**src/assert_macros.svh**
```systemverilog
// Assertion macros shared by the RTL
`ifndef ASSERT_MACROS_SVH
`define ASSERT_MACROS_SVH

// Clocked check, masked while reset is held
`define OCV_ASSERT(lbl, prop, msg) \
  lbl: assert property (@(posedge clk) disable iff (!rst_n) prop) \
    else $error(msg);

// Clocked check that also holds during reset
`define OCV_ASSERT_ALWAYS(lbl, prop, msg) \
  lbl: assert property (@(posedge clk) prop) \
    else $error(msg);

`endif

```
**src/ocv_pkg.sv**
```systemverilog
// Shared constants, types and helpers of the battery charge estimator
package ocv_pkg;

  localparam int STORE_DEPTH = 64;
  localparam int AW          = $clog2(STORE_DEPTH);
  localparam int ADC_W       = 12;
  localparam int SMP_W       = 13;
  localparam int EST_W       = 21;
  localparam int GAIN_W      = 9;
  localparam int REG_W       = 8;
  localparam int CFG_AW      = 8;
  localparam int CFG_DW      = 9;
  localparam int PCT_W       = 7;
  localparam int SUM_W       = SMP_W + AW;
  localparam int EN_W        = 2 * SMP_W + AW;
  localparam int DIV_CW      = $clog2(SUM_W + 1);

  localparam logic [EST_W-1:0]  EST_RST     = EST_W'(4200 * 256);
  localparam logic [SMP_W-1:0]  READING_RST = SMP_W'(4096);
  localparam logic [PCT_W-1:0]  CHARGE_RST  = PCT_W'(73);
  localparam logic [GAIN_W-1:0] GAIN_RST    = GAIN_W'(77);
  localparam logic [REG_W-1:0]  LIMIT_RST   = REG_W'(3);
  localparam logic [REG_W-1:0]  INIT_RST    = REG_W'(5);
  localparam logic [REG_W-1:0]  STEP_RST    = REG_W'(10);

  localparam logic [CFG_AW-1:0] REG_GAIN  = CFG_AW'(0);
  localparam logic [CFG_AW-1:0] REG_LIMIT = CFG_AW'(1);
  localparam logic [CFG_AW-1:0] REG_INIT  = CFG_AW'(2);
  localparam logic [CFG_AW-1:0] REG_STEP  = CFG_AW'(3);

  typedef enum logic [4:0] {
    OP_IDLE, OP_LOAD, OP_EST_MUL, OP_EST_UPD, OP_INS_RD, OP_INS_CMP, OP_POST,
    OP_W_INIT, OP_SUM_RD, OP_SUM_ACC, OP_DIV_GO, OP_DIV_WAIT, OP_VAR_RD,
    OP_VAR_SQ, OP_VAR_ACC, OP_CHECK, OP_CH_MV, OP_CH_LIN, OP_CH_PROD,
    OP_CH_DIFF, OP_CH_QUAD, OP_CH_BLEND, OP_FIN
  } op_t;

  typedef struct packed {
    op_t op;
  } cmd_t;

  typedef struct packed {
    logic ins_zero;
    logic ins_shift;
    logic win_full;
    logic last;
    logic div_done;
    logic accept;
    logic out_free;
  } stat_t;

  function automatic logic [AW-1:0] clamp_win(input logic [REG_W:0] w);
    logic [AW-1:0] r;
    if (w == '0) begin
      r = AW'(1);
    end else if (w > (REG_W+1)'(STORE_DEPTH - 1)) begin
      r = AW'(STORE_DEPTH - 1);
    end else begin
      r = w[AW-1:0];
    end
    return r;
  endfunction

endpackage

```
**src/ocv_ifs.sv**
```systemverilog
// Valid/ready channel interfaces: sample input, result output, register writes
interface ocv_in_if;
  logic                          valid;
  logic                          ready;
  logic [ocv_pkg::ADC_W-1:0]     adc_sample;
  modport source (output valid, output adc_sample, input ready);
  modport sink   (input valid, input adc_sample, output ready);
endinterface

interface ocv_out_if;
  logic                          valid;
  logic                          ready;
  logic [ocv_pkg::SMP_W-1:0]     smoothed_sample;
  logic                          window_done;
  logic                          window_accepted;
  logic [ocv_pkg::SMP_W-1:0]     stable_reading;
  logic [ocv_pkg::PCT_W-1:0]     charge_percent;
  modport source (output valid, output smoothed_sample, output window_done,
                  output window_accepted, output stable_reading,
                  output charge_percent, input ready);
  modport sink   (input valid, input smoothed_sample, input window_done,
                  input window_accepted, input stable_reading,
                  input charge_percent, output ready);
endinterface

interface ocv_cfg_if;
  logic                          valid;
  logic                          ready;
  logic [ocv_pkg::CFG_AW-1:0]    index;
  logic [ocv_pkg::CFG_DW-1:0]    data;
  modport source (output valid, output index, output data, input ready);
  modport sink   (input valid, input index, input data, output ready);
endinterface

```
**src/ocv_ram.sv**
```systemverilog
// Generic single-write, single-read RAM with registered read data
module ocv_ram #(
  parameter int WIDTH = 8,
  parameter int DEPTH = 16
) (
  input  logic                     clk,
  input  logic                     we,
  input  logic [$clog2(DEPTH)-1:0] waddr,
  input  logic [WIDTH-1:0]         wdata,
  input  logic                     re,
  input  logic [$clog2(DEPTH)-1:0] raddr,
  output logic [WIDTH-1:0]         rdata
);

  logic [WIDTH-1:0] mem [DEPTH];
  logic [WIDTH-1:0] rdata_r;

  always_ff @(posedge clk) begin
    if (we) begin
      mem[waddr] <= wdata;
    end
    if (re) begin
      rdata_r <= mem[raddr];
    end
  end

  assign rdata = rdata_r;

endmodule

```
**src/ocv_div.sv**
```systemverilog
// Restoring divider, one quotient bit per cycle, for the window average
module ocv_div (
  input  logic                        clk,
  input  logic                        rst_n,
  input  logic                        start,
  input  logic [ocv_pkg::SUM_W-1:0]   dividend,
  input  logic [ocv_pkg::AW-1:0]      divisor,
  output logic                        done,
  output logic [ocv_pkg::SUM_W-1:0]   quotient
);

  logic [ocv_pkg::SUM_W-1:0]  q_r, q_nxt;
  logic [ocv_pkg::AW-1:0]     rem_r, rem_nxt;
  logic [ocv_pkg::AW-1:0]     dvs_r;
  logic [ocv_pkg::DIV_CW-1:0] cnt_r, cnt_nxt;
  logic                       busy_r, busy_nxt;
  logic                       done_r, done_nxt;
  logic [ocv_pkg::AW:0]       trial;

  always_comb begin
    q_nxt    = q_r;
    rem_nxt  = rem_r;
    cnt_nxt  = cnt_r;
    busy_nxt = busy_r;
    done_nxt = 1'b0;
    trial    = {rem_r, q_r[ocv_pkg::SUM_W-1]};
    if (start) begin
      q_nxt    = dividend;
      rem_nxt  = '0;
      cnt_nxt  = ocv_pkg::DIV_CW'(ocv_pkg::SUM_W);
      busy_nxt = 1'b1;
    end else if (busy_r) begin
      if (trial >= {1'b0, dvs_r}) begin
        rem_nxt = ocv_pkg::AW'(trial - {1'b0, dvs_r});
        q_nxt   = {q_r[ocv_pkg::SUM_W-2:0], 1'b1};
      end else begin
        rem_nxt = trial[ocv_pkg::AW-1:0];
        q_nxt   = {q_r[ocv_pkg::SUM_W-2:0], 1'b0};
      end
      cnt_nxt = cnt_r - ocv_pkg::DIV_CW'(1);
      if (cnt_r == ocv_pkg::DIV_CW'(1)) begin
        busy_nxt = 1'b0;
        done_nxt = 1'b1;
      end
    end
  end

  always_ff @(posedge clk) begin
    if (!rst_n) begin
      busy_r <= 1'b0;
      done_r <= 1'b0;
      cnt_r  <= '0;
    end else begin
      busy_r <= busy_nxt;
      done_r <= done_nxt;
      cnt_r  <= cnt_nxt;
    end
    q_r   <= q_nxt;
    rem_r <= rem_nxt;
    if (start) begin
      dvs_r <= divisor;
    end
  end

  assign done     = done_r;
  assign quotient = q_r;

endmodule

```
**src/ocv_ctrl.sv**
```systemverilog
// Sequencer of the estimator: walks one word through smoothing, insertion and window end
module ocv_ctrl (
  input  logic            clk,
  input  logic            rst_n,
  input  logic            in_valid,
  output logic            in_ready,
  input  ocv_pkg::stat_t  st,
  output ocv_pkg::cmd_t   cmd
);

  typedef enum logic [4:0] {
    S_IDLE, S_EST_MUL, S_EST_UPD, S_INS_RD, S_INS_CMP, S_POST, S_W_INIT,
    S_SUM_RD, S_SUM_ACC, S_DIV_GO, S_DIV_WAIT, S_VAR_RD, S_VAR_SQ, S_VAR_ACC,
    S_CHECK, S_CH_MV, S_CH_LIN, S_CH_PROD, S_CH_DIFF, S_CH_QUAD, S_CH_BLEND,
    S_FIN
  } state_t;

  state_t state_r, state_nxt;

  always_comb begin
    state_nxt = state_r;
    cmd.op    = ocv_pkg::OP_IDLE;
    case (state_r)
      S_IDLE: begin
        if (in_valid) begin
          cmd.op    = ocv_pkg::OP_LOAD;
          state_nxt = S_EST_MUL;
        end
      end
      S_EST_MUL: begin
        cmd.op    = ocv_pkg::OP_EST_MUL;
        state_nxt = S_EST_UPD;
      end
      S_EST_UPD: begin
        cmd.op    = ocv_pkg::OP_EST_UPD;
        state_nxt = S_INS_RD;
      end
      S_INS_RD: begin
        cmd.op    = ocv_pkg::OP_INS_RD;
        state_nxt = st.ins_zero ? S_POST : S_INS_CMP;
      end
      S_INS_CMP: begin
        cmd.op    = ocv_pkg::OP_INS_CMP;
        state_nxt = st.ins_shift ? S_INS_RD : S_POST;
      end
      S_POST: begin
        cmd.op    = ocv_pkg::OP_POST;
        state_nxt = st.win_full ? S_W_INIT : S_FIN;
      end
      S_W_INIT: begin
        cmd.op    = ocv_pkg::OP_W_INIT;
        state_nxt = S_SUM_RD;
      end
      S_SUM_RD: begin
        cmd.op    = ocv_pkg::OP_SUM_RD;
        state_nxt = S_SUM_ACC;
      end
      S_SUM_ACC: begin
        cmd.op    = ocv_pkg::OP_SUM_ACC;
        state_nxt = st.last ? S_DIV_GO : S_SUM_RD;
      end
      S_DIV_GO: begin
        cmd.op    = ocv_pkg::OP_DIV_GO;
        state_nxt = S_DIV_WAIT;
      end
      S_DIV_WAIT: begin
        cmd.op = ocv_pkg::OP_DIV_WAIT;
        if (st.div_done) begin
          state_nxt = S_VAR_RD;
        end
      end
      S_VAR_RD: begin
        cmd.op    = ocv_pkg::OP_VAR_RD;
        state_nxt = S_VAR_SQ;
      end
      S_VAR_SQ: begin
        cmd.op    = ocv_pkg::OP_VAR_SQ;
        state_nxt = S_VAR_ACC;
      end
      S_VAR_ACC: begin
        cmd.op    = ocv_pkg::OP_VAR_ACC;
        state_nxt = st.last ? S_CHECK : S_VAR_RD;
      end
      S_CHECK: begin
        cmd.op    = ocv_pkg::OP_CHECK;
        state_nxt = st.accept ? S_CH_MV : S_FIN;
      end
      S_CH_MV: begin
        cmd.op    = ocv_pkg::OP_CH_MV;
        state_nxt = S_CH_LIN;
      end
      S_CH_LIN: begin
        cmd.op    = ocv_pkg::OP_CH_LIN;
        state_nxt = S_CH_PROD;
      end
      S_CH_PROD: begin
        cmd.op    = ocv_pkg::OP_CH_PROD;
        state_nxt = S_CH_DIFF;
      end
      S_CH_DIFF: begin
        cmd.op    = ocv_pkg::OP_CH_DIFF;
        state_nxt = S_CH_QUAD;
      end
      S_CH_QUAD: begin
        cmd.op    = ocv_pkg::OP_CH_QUAD;
        state_nxt = S_CH_BLEND;
      end
      S_CH_BLEND: begin
        cmd.op    = ocv_pkg::OP_CH_BLEND;
        state_nxt = S_FIN;
      end
      S_FIN: begin
        cmd.op = ocv_pkg::OP_FIN;
        if (st.out_free) begin
          state_nxt = S_IDLE;
        end
      end
      default: begin
        state_nxt = S_IDLE;
      end
    endcase
  end

  always_ff @(posedge clk) begin
    if (!rst_n) begin
      state_r <= S_IDLE;
    end else begin
      state_r <= state_nxt;
    end
  end

  assign in_ready = (state_r == S_IDLE);

endmodule

```
**src/ocv_dp.sv**
```systemverilog
// Datapath: smoother, sorted window store, window statistics and charge fit
module ocv_dp (
  input  logic                       clk,
  input  logic                       rst_n,
  input  ocv_pkg::cmd_t              cmd,
  output ocv_pkg::stat_t             st,
  input  logic [ocv_pkg::ADC_W-1:0]  adc_sample,
  ocv_cfg_if.sink                    cfg,
  ocv_out_if.source                  res
);

  localparam int AW    = ocv_pkg::AW;
  localparam int SMP_W = ocv_pkg::SMP_W;
  localparam int EST_W = ocv_pkg::EST_W;

  // configuration
  logic [ocv_pkg::GAIN_W-1:0] gain_r;
  logic [ocv_pkg::REG_W-1:0]  limit_r, step_r;

  // smoother and window
  logic [EST_W-1:0]            est_r;
  logic [ocv_pkg::ADC_W-1:0]   smp_r;
  logic [29:0]                 p1_r;
  logic [20:0]                 p2_r;
  logic [SMP_W-1:0]            val_r;
  logic [AW-1:0]               fill_r, win_r, j_r, cnt_r, ofs_r, idx_r;
  logic [ocv_pkg::SUM_W-1:0]   sum_r;
  logic [SMP_W-1:0]            avg_r;
  logic [2*SMP_W-1:0]          sq_r;
  logic [ocv_pkg::EN_W-1:0]    en_r;
  logic                        done_f_r, acc_f_r;
  logic [SMP_W-1:0]            reading_r;
  logic [ocv_pkg::PCT_W-1:0]   charge_r;

  // charge fit
  logic [14:0]                 mv_r;
  logic [6:0]                  lin_r, quad_r;
  logic [12:0]                 m_r;
  logic [20:0]                 t_r;
  logic                        big_r, qlow_r, qhigh_r;
  logic [33:0]                 prod_r;
  logic [20:0]                 y_r;

  // output word
  logic                        out_valid_r;
  logic [SMP_W-1:0]            o_smp_r, o_read_r;
  logic                        o_done_r, o_acc_r;
  logic [ocv_pkg::PCT_W-1:0]   o_pct_r;

  // RAM ports
  logic                        we, re;
  logic [AW-1:0]               waddr, raddr;
  logic [SMP_W-1:0]            wdata, rdata;

  logic                        div_start, div_done;
  logic [ocv_pkg::SUM_W-1:0]   div_q;

  logic [ocv_pkg::GAIN_W-1:0]  g_sat;
  logic [30:0]                 est_sum;
  logic [AW+7:0]               c_prod;
  logic [AW-1:0]               cnt_w, ofs_w;
  logic [SMP_W-1:0]            dif;
  logic [ocv_pkg::REG_W+AW-1:0] lim_prod;
  logic [14:0]                 m_w;
  logic [10:0]                 lin_x;
  logic [6:0]                  lin_w, qv;
  logic [9:0]                  blend;

  ocv_ram #(.WIDTH(SMP_W), .DEPTH(ocv_pkg::STORE_DEPTH)) u_store (
    .clk   (clk),
    .we    (we),
    .waddr (waddr),
    .wdata (wdata),
    .re    (re),
    .raddr (raddr),
    .rdata (rdata)
  );

  ocv_div u_div (
    .clk      (clk),
    .rst_n    (rst_n),
    .start    (div_start),
    .dividend (sum_r),
    .divisor  (cnt_r),
    .done     (div_done),
    .quotient (div_q)
  );

  assign div_start = (cmd.op == ocv_pkg::OP_DIV_GO);
  assign cfg.ready = 1'b1;

  always_comb begin
    we    = 1'b0;
    re    = 1'b0;
    waddr = j_r;
    wdata = val_r;
    raddr = j_r - AW'(1);
    case (cmd.op)
      ocv_pkg::OP_INS_RD: begin
        if (j_r == '0) begin
          we = 1'b1;
        end else begin
          re = 1'b1;
        end
      end
      ocv_pkg::OP_INS_CMP: begin
        // insertion step: shift the larger entry up, or drop the new word in
        we    = 1'b1;
        wdata = st.ins_shift ? rdata : val_r;
      end
      ocv_pkg::OP_SUM_RD, ocv_pkg::OP_VAR_RD: begin
        re    = 1'b1;
        raddr = ofs_r + idx_r;
      end
      default: begin
      end
    endcase
  end

  always_comb begin
    g_sat    = (gain_r > ocv_pkg::GAIN_W'(256)) ? ocv_pkg::GAIN_W'(256) : gain_r;
    est_sum  = 31'(p1_r) + 31'({p2_r, 8'h00});
    // n/5 as n*205 >> 10, exact over the window range
    c_prod   = (AW+8)'(win_r) * (AW+8)'(205);
    cnt_w    = AW'(c_prod >> 10);
    if (cnt_w == '0) begin
      cnt_w = AW'(1);
    end
    ofs_w    = AW'((win_r - cnt_w) >> 1);
    dif      = (rdata >= avg_r) ? (rdata - avg_r) : (avg_r - rdata);
    lim_prod = (ocv_pkg::REG_W+AW)'(limit_r) * (ocv_pkg::REG_W+AW)'(cnt_r);
    m_w      = (mv_r < 15'd3385) ? 15'd3385 : mv_r;
    lin_x    = 11'(mv_r - 15'd2800);
    if (mv_r >= 15'd4200) begin
      lin_w = 7'd100;
    end else if (mv_r <= 15'd2800) begin
      lin_w = 7'd0;
    end else begin
      // x/14 as x*4682 >> 16 for x below 1400
      lin_w = 7'((27'(lin_x) * 27'd4682) >> 16);
    end
    // y/15625 as y*1099512 >> 34
    qv       = 7'((42'(y_r) * 42'd1099512) >> 34);
    blend    = 10'(7 * 10'(lin_r)) + 10'(3 * 10'(quad_r));
  end

  assign st.ins_zero  = (j_r == '0);
  assign st.ins_shift = (rdata > val_r);
  assign st.win_full  = ((AW+1)'(fill_r) + (AW+1)'(1)) >= (AW+1)'(win_r);
  assign st.last      = (idx_r == cnt_r - AW'(1));
  assign st.div_done  = div_done;
  assign st.accept    = {en_r, 1'b0} <= (ocv_pkg::EN_W+1)'(lim_prod);
  assign st.out_free  = !out_valid_r || res.ready;

  always_ff @(posedge clk) begin
    if (!rst_n) begin
      gain_r      <= ocv_pkg::GAIN_RST;
      limit_r     <= ocv_pkg::LIMIT_RST;
      step_r      <= ocv_pkg::STEP_RST;
      est_r       <= ocv_pkg::EST_RST;
      fill_r      <= '0;
      win_r       <= ocv_pkg::clamp_win({1'b0, ocv_pkg::INIT_RST});
      reading_r   <= ocv_pkg::READING_RST;
      charge_r    <= ocv_pkg::CHARGE_RST;
      out_valid_r <= 1'b0;
    end else begin
      if (cfg.valid) begin
        case (cfg.index)
          ocv_pkg::REG_GAIN:  gain_r  <= cfg.data;
          ocv_pkg::REG_LIMIT: limit_r <= cfg.data[ocv_pkg::REG_W-1:0];
          ocv_pkg::REG_INIT: begin
            win_r  <= ocv_pkg::clamp_win({1'b0, cfg.data[ocv_pkg::REG_W-1:0]});
            fill_r <= '0;
          end
          ocv_pkg::REG_STEP:  step_r  <= cfg.data[ocv_pkg::REG_W-1:0];
          default: begin
          end
        endcase
      end
      case (cmd.op)
        ocv_pkg::OP_EST_UPD: est_r <= est_sum[EST_W+7:8];
        ocv_pkg::OP_POST: begin
          fill_r <= st.win_full ? '0 : fill_r + AW'(1);
        end
        ocv_pkg::OP_CHECK: begin
          if (st.accept) begin
            reading_r <= avg_r;
          end
          win_r <= ocv_pkg::clamp_win((ocv_pkg::REG_W+1)'(win_r) +
                                      (ocv_pkg::REG_W+1)'(step_r));
        end
        ocv_pkg::OP_CH_BLEND: charge_r <= 7'((18'(blend) * 18'd205) >> 11);
        default: begin
        end
      endcase
      if (cmd.op == ocv_pkg::OP_FIN && st.out_free) begin
        out_valid_r <= 1'b1;
      end else if (res.ready) begin
        out_valid_r <= 1'b0;
      end
    end
  end

  // payload registers
  always_ff @(posedge clk) begin
    case (cmd.op)
      ocv_pkg::OP_LOAD: begin
        smp_r    <= adc_sample;
        done_f_r <= 1'b0;
        acc_f_r  <= 1'b0;
      end
      ocv_pkg::OP_EST_MUL: begin
        p1_r <= 30'(ocv_pkg::GAIN_W'(256) - g_sat) * 30'(est_r);
        p2_r <= 21'(g_sat) * 21'(smp_r);
      end
      ocv_pkg::OP_EST_UPD: begin
        val_r <= est_sum[EST_W+7:16];
        j_r   <= fill_r;
      end
      ocv_pkg::OP_INS_CMP: begin
        if (st.ins_shift) begin
          j_r <= j_r - AW'(1);
        end
      end
      ocv_pkg::OP_POST: begin
        if (st.win_full) begin
          done_f_r <= 1'b1;
        end
      end
      ocv_pkg::OP_W_INIT: begin
        cnt_r <= cnt_w;
        ofs_r <= ofs_w;
        idx_r <= '0;
        sum_r <= '0;
      end
      ocv_pkg::OP_SUM_ACC: begin
        sum_r <= sum_r + ocv_pkg::SUM_W'(rdata);
        idx_r <= idx_r + AW'(1);
      end
      ocv_pkg::OP_DIV_GO: begin
        idx_r <= '0;
        en_r  <= '0;
      end
      ocv_pkg::OP_DIV_WAIT: begin
        if (div_done) begin
          avg_r <= div_q[SMP_W-1:0];
        end
      end
      ocv_pkg::OP_VAR_SQ: sq_r <= (2*SMP_W)'(dif) * (2*SMP_W)'(dif);
      ocv_pkg::OP_VAR_ACC: begin
        en_r  <= en_r + ocv_pkg::EN_W'(sq_r);
        idx_r <= idx_r + AW'(1);
      end
      ocv_pkg::OP_CHECK: begin
        if (st.accept) begin
          acc_f_r <= 1'b1;
        end
      end
      ocv_pkg::OP_CH_MV: mv_r <= 15'((27'(reading_r) * 27'd11200) >> 12);
      ocv_pkg::OP_CH_LIN: begin
        lin_r <= lin_w;
        big_r <= (m_w >= 15'd8192);
        m_r   <= m_w[12:0];
        t_r   <= 21'd1026400 - 21'(21'(m_w[12:0]) * 21'd119);
      end
      ocv_pkg::OP_CH_PROD: prod_r <= 34'(m_r) * 34'(t_r);
      ocv_pkg::OP_CH_DIFF: begin
        // quadratic below 10 (or negative) clamps to 10, at 100 or more to 100
        qlow_r  <= big_r || (prod_r < 34'd2120300000);
        qhigh_r <= !big_r && (prod_r >= 34'd2210300000);
        y_r     <= 21'((prod_r - 34'd2110300000) >> 6);
      end
      ocv_pkg::OP_CH_QUAD: begin
        quad_r <= qlow_r ? 7'd10 : (qhigh_r ? 7'd100 : qv);
      end
      ocv_pkg::OP_FIN: begin
        if (st.out_free) begin
          o_smp_r  <= val_r;
          o_done_r <= done_f_r;
          o_acc_r  <= acc_f_r;
          o_read_r <= reading_r;
          o_pct_r  <= charge_r;
        end
      end
      default: begin
      end
    endcase
  end

  assign res.valid           = out_valid_r;
  assign res.smoothed_sample = o_smp_r;
  assign res.window_done     = o_done_r;
  assign res.window_accepted = o_acc_r;
  assign res.stable_reading  = o_read_r;
  assign res.charge_percent  = o_pct_r;

endmodule

```
**src/battery_ocv_soc_estimator.sv**
```systemverilog
// Top level of the battery open-circuit-voltage charge estimator
//
//  channel | dir | word
//  in_ch   | in  | adc_sample
//  out_ch  | out | smoothed_sample, window_done, window_accepted,
//          |     | stable_reading, charge_percent
//  cfg_ch  | in  | index, data (gain, variance limit, initial window, step)
//
// One word: the sorted insert shifts k entries up, with a RAM read and a RAM write
// for each shifted entry, and ends with a plain write if it settles at entry 0.
// A word that closes a window adds two RAM passes over the c middle entries and
// the bit-serial divider, and the charge fit runs when the average is accepted.
// The window RAM needs no clearing pass.
// The result register frees the input while the last word waits on out_ch.
`include "assert_macros.svh"

module battery_ocv_soc_estimator (
  input  logic     clk,
  input  logic     rst_n,
  ocv_in_if.sink   in_ch,
  ocv_out_if.source out_ch,
  ocv_cfg_if.sink  cfg_ch
);

  ocv_pkg::cmd_t  cmd;
  ocv_pkg::stat_t st;

  ocv_ctrl u_ctrl (
    .clk      (clk),
    .rst_n    (rst_n),
    .in_valid (in_ch.valid),
    .in_ready (in_ch.ready),
    .st       (st),
    .cmd      (cmd)
  );

  ocv_dp u_dp (
    .clk        (clk),
    .rst_n      (rst_n),
    .cmd        (cmd),
    .st         (st),
    .adc_sample (in_ch.adc_sample),
    .cfg        (cfg_ch),
    .res        (out_ch)
  );

  `OCV_ASSERT(a_busy_after_accept, in_ch.valid && in_ch.ready |=> !in_ch.ready, "input taken while busy")
  `OCV_ASSERT_ALWAYS(a_acc_needs_done, out_ch.valid && out_ch.window_accepted |-> out_ch.window_done, "accept without window")
  `OCV_ASSERT(a_pct_range, out_ch.valid |-> out_ch.charge_percent <= 7'd100, "charge above 100")
  `OCV_ASSERT(a_div_wait, st.div_done |-> cmd.op == ocv_pkg::OP_DIV_WAIT, "divider done unexpected")

endmodule
```
**src/flat_wrapper.sv**
```systemverilog
// flat-port wrapper written by rule: the top's interface ports become plain ports
module battery_ocv_soc_estimator_flat 
  (clk, rst_n, in_ch_valid, in_ch_adc_sample, in_ch_ready, out_ch_valid, out_ch_smoothed_sample, out_ch_window_done, out_ch_window_accepted, out_ch_stable_reading, out_ch_charge_percent, out_ch_ready, cfg_ch_valid, cfg_ch_index, cfg_ch_data, cfg_ch_ready);
  ocv_in_if in_ch_i ();
  ocv_out_if out_ch_i ();
  ocv_cfg_if cfg_ch_i ();
  input  logic clk;
  input  logic rst_n;
  input wire logic [$bits(in_ch_i.valid)-1:0] in_ch_valid;
  input wire logic [$bits(in_ch_i.adc_sample)-1:0] in_ch_adc_sample;
  output wire logic [$bits(in_ch_i.ready)-1:0] in_ch_ready;
  output wire logic [$bits(out_ch_i.valid)-1:0] out_ch_valid;
  output wire logic [$bits(out_ch_i.smoothed_sample)-1:0] out_ch_smoothed_sample;
  output wire logic [$bits(out_ch_i.window_done)-1:0] out_ch_window_done;
  output wire logic [$bits(out_ch_i.window_accepted)-1:0] out_ch_window_accepted;
  output wire logic [$bits(out_ch_i.stable_reading)-1:0] out_ch_stable_reading;
  output wire logic [$bits(out_ch_i.charge_percent)-1:0] out_ch_charge_percent;
  input wire logic [$bits(out_ch_i.ready)-1:0] out_ch_ready;
  input wire logic [$bits(cfg_ch_i.valid)-1:0] cfg_ch_valid;
  input wire logic [$bits(cfg_ch_i.index)-1:0] cfg_ch_index;
  input wire logic [$bits(cfg_ch_i.data)-1:0] cfg_ch_data;
  output wire logic [$bits(cfg_ch_i.ready)-1:0] cfg_ch_ready;
  assign in_ch_i.valid = in_ch_valid;
  assign in_ch_i.adc_sample = in_ch_adc_sample;
  assign in_ch_ready = in_ch_i.ready;
  assign out_ch_valid = out_ch_i.valid;
  assign out_ch_smoothed_sample = out_ch_i.smoothed_sample;
  assign out_ch_window_done = out_ch_i.window_done;
  assign out_ch_window_accepted = out_ch_i.window_accepted;
  assign out_ch_stable_reading = out_ch_i.stable_reading;
  assign out_ch_charge_percent = out_ch_i.charge_percent;
  assign out_ch_i.ready = out_ch_ready;
  assign cfg_ch_i.valid = cfg_ch_valid;
  assign cfg_ch_i.index = cfg_ch_index;
  assign cfg_ch_i.data = cfg_ch_data;
  assign cfg_ch_ready = cfg_ch_i.ready;
  battery_ocv_soc_estimator u_core (.clk(clk), .rst_n(rst_n), .in_ch(in_ch_i), .out_ch(out_ch_i), .cfg_ch(cfg_ch_i));
endmodule
```
**config.mk**
```make
export PLATFORM = sky130hd
export DESIGN_NAME = battery_ocv_soc_estimator_flat
export DESIGN_NICKNAME = d
export VERILOG_FILES = /design/src/ocv_pkg.sv /design/src/ocv_ifs.sv /design/src/ocv_ram.sv /design/src/ocv_div.sv /design/src/ocv_ctrl.sv /design/src/ocv_dp.sv /design/src/battery_ocv_soc_estimator.sv /design/src/flat_wrapper.sv
export VERILOG_INCLUDE_DIRS = /design/src /design/src/src
export SDC_FILE = /design/constraint.sdc
export NUM_CORES = 2
export LEC_CHECK = 0
export BUFFER_PORTS_ARGS = -buffer_cell sky130_fd_sc_hd__buf_4
export CORE_ASPECT_RATIO = 1.1
export CORE_MARGIN = 5
export CORE_UTILIZATION = 45
export CTS_CLUSTER_DIAMETER = 120
export DETAILED_ROUTE_END_ITERATION = 16
export PLACE_DENSITY_LB_ADDON = 0.25
export SLEW_MARGIN = 20
export SYNTH_ARGS = -nofsm -noshare
export SYNTH_HDL_FRONTEND = slang
export SYNTH_SLANG_ARGS = --single-unit
```
**constraint.sdc**
```tcl
create_clock -name clk -period 9.7 [get_ports clk]
set_input_delay 0.485 -clock clk [delete_from_list [all_inputs] [get_ports clk]]
set_output_delay 0.485 -clock clk [all_outputs]
set_load 0.01 [all_outputs]
```
==> impl_results.md <==
* Outcome: completed
* Vias in the first global route at between 60000 and 70000
* # hold bufs at CTS at 21
* Fin crit period at 9020 ps
* Gpl congestion at about 0.9
* P&R area growth vs syn at 9.94%
* CTS tree: done
* Combinational power share at 53.3%
* Largest net degree at the start of global routing at 113
* Via count at 56700
* Post-Syn Area at 0.0928 sq mm
* Detail Route Antenna Nets at 0
* Fin crit share at a little over 90%
* Global-route wire length before repair at 341 mm
* Setup TNS at 0 ps
* DRT Pass-1 Iters at 5
* Area occupied by registers at between 0.03 and 0.04 sq mm
* Sw Share at roughly two fifths
* Fin util at 49.8%
* Cell at the root of the clock tree: clkbuf_16
* Vias per cell at 5.33
* Htree depth at 4
* Fill count at 17900
* Fraction of registers with async set/reset at 0%
* Rows at 174
* Pleak at approximately 43 nW
* CP most frequent cell: fa_1
* Ys flop type: edfxtp_1
* Final WL at 214 mm
* Final Hold Fails at 0
* Endpoints failing setup at 0
* # resized after CTS at 0
* Syn Inst Count at 7692
* Area of the multi-input gates at about 0.049 sq mm
* Synth top area cells: edfxtp_1 39%, fa_1 18%, ha_1 11%
* Setup WS pre-CTS at 689 ps
* Slew Limit Fails at 0
* I/O pins at 72
* Register bit total from synthesis at 1296
* Drc violations at 0
* Final nets at between 9000 and 10000
* Syn Area/Cell at between 10 and 15 sq um
* Yosys warns at 0
* CP max stage delay at 760 ps
* Post-synth cell types at 80
* F_max at between 100 and 150 MHz
* Initial antenna violation count at 3
* Max-Cap Viols at 0
* Seq/Total Area, Yosys at just over 40%
* Post-synth top area cell: edfxtp_1
* Crit-path max FO at 16
* Die area at approximately 0.22 sq mm
* Internal at 17.0 mW
* Max IR drop VDD at just over 500 uV
* Worst Clk Skew at 47.8 ps
* Worst setup EP type: flop
* Setup WS post-layout at 685 ps
* Power, Total at about 28 mW
* Clock power share at 19.6%
* Sequential Power Share at 27.1%
* Type of the worst setup path: reg2reg
* HP Class: in2reg
* Slew headroom at between 20% and 30%
* Core footprint at 0.205 sq mm
* Skew-Pair Late Insertion Delay at 820 ps
* EDFF count, synth at 1199
* Chip height at 486 um
* Postcts setup bufs at 0
* Longest Clk Path Bufs at 3
* Startpoint types: flop
* PortBufs at 70
* Reg clk slew, reported paths at 60 ps
* Crit path DAT at 9550 ps
* Synth top area share at 38.8%
* DRT iter0 DRCs at 3634
* Unrepaired setup endpoints after global routing: false
* Psw at 11.3 mW
* WL per Instance at 20.1 um
* Total gr overflow at 0
* CTS sink count at 1296
* Slowest cell on the critical path: o311ai_4
* DP Wirelength at 154 mm
* Initial core utilization at 45.3%
* Die Span X at 443 um
* WP data required at 10230 ps
* Worst slew pin tran at ~1100 ps
* Aggregate global-route resource usage at 20.0%
* Power Dens Cells at 277 mW/mm^2
* Share of cells above drive strength 1 at 8.88%
* CTS buffer count at approximately 150
kinds of logic (layout without fill, tap and decap cells):
kind of cell	after synthesis	count (layout)	share of synthesized area (%)
compound gates	833	833	5.76
mux	360	360	6.69
xor+xnor	274	274	2.59
buf+inv	1560	1767	6.41
simple gates	1720	1720	8.82
flops	1296	1296	40.9
other cells	2	31	0.00809
fa+ha+maj	1647	1647	28.8
registers in the layout, indices dropped and copies added, names as in the netlist, 18 cells and up:
register                    count
u_core.u_dp.p2_r               21
u_core.u_dp.est_r              21
u_core.u_dp.sum_r              19
u_core.u_dp.t_r                18
u_core.u_dp.sq_r               25
u_core.u_dp.p1_r               21
u_core.u_dp.u_store.mem       832
u_core.u_dp.u_div.quotient     19
u_core.u_dp.prod_r             33
u_core.u_dp.en_r               32
u_core.u_dp.y_r                21
stage by stage:
step	hold slack (ps)	std cells	cell area, sq um
after detailed placement	415	10400	97000
final	65.7	10700	102000
after CTS	0.770	10600	102000
after global placement	415	10400	96900
after global routing	72.7	10700	102000
after floorplan	400	7711	92900
path summary, 6_finish.rpt:
| path | start | end | slack, ps | cells past startpoint |
|---|---|---|---|---|
| worst max-delay path | u_core.u_dp.avg_r[1]$_DFFE_PP_ | u_core.u_dp.sq_r[24]$_DFFE_PN_ | 680 | 29 |
| worst min-delay path | cfg_ch_data[7] | u_core.u_dp.limit_r[7]$_SDFFE_PN0P_ | 70 | 3 |
| worst max register to register | u_core.u_dp.avg_r[1]$_DFFE_PP_ | u_core.u_dp.sq_r[24]$_DFFE_PN_ | 680 | 29 |
| worst min register to register | u_core.u_dp.done_f_r$_DFFE_PP_ | u_core.u_dp.res.window_done$_DFFE_PP_ | 410 | 0 |
area by class of cell:
class	instances	area share, %
Multi-Input combinational cell	4855	48.3
Sequential cell	1296	37.2
Inverter	1300	4.78
Clock buffer	181	3.78
Tap cell	2728	3.34
Timing Repair Buffer	203	1.58
Clock inverter	83	0.953
Antenna cell	10	0.0245
synth_stat cells (139+ instances only):
cell	count
a21oi_1	274
and2_1	247
clkbuf_1	179
edfxtp_1	1199
fa_1	819
ha_1	828
inv_1	1292
mux2i_1	148
mux4_2	208
nand2_1	636
nor2_1	370
o21ai_0	139
xnor2_1	171
metal layers:
layer  track usage [%]  share of wire, %  wire length [um]
met2              34.9                50            107000
met5                 0                 0                 0
met3              3.17               5.1             10800
met4              5.94               3.0              6390
met1              26.0                42             89700
power by group through the flow:
stage	clock (mW)	combinational [mW]	sequential, mW
5_1_grt	5.92	17.4	7.69
2_1_floorplan	0	11.6	7.65
3_3_place_gp	0	14.9	7.78
3_5_place_dp	0	15.1	7.78
6_report	5.54	15.1	7.67
4_1_cts	5.67	15.3	7.67
critical path, delay by kind of cell, from the launching register on:
| family | cells | cell delay (ps) |
|---|---|---|
| AOI/OAI and AO/OA | 10 | 2660 |
| xor gates and xnor gates | 2 | 870 |
| adders and majority gates | 7 | 3070 |
| buffers and inverters | 5 | 810 |
| DFF | 1 | 400 |
| muxes | 1 | 200 |
| and+or+nand+nor | 4 | 730 |
layout by cell type (no fill, tap or decap), types with 171 or more instances in the layout:
cell type / count
inv_1: 1292
nor2_1: 351
and2_1: 247
edfxtp_1: 1199
mux4_2: 208
xnor2_1: 171
buf_4: 179
nand2_1: 636
ha_1: 828
fa_1: 819
a21oi_1: 272
(Power assumes the default switching activity.)
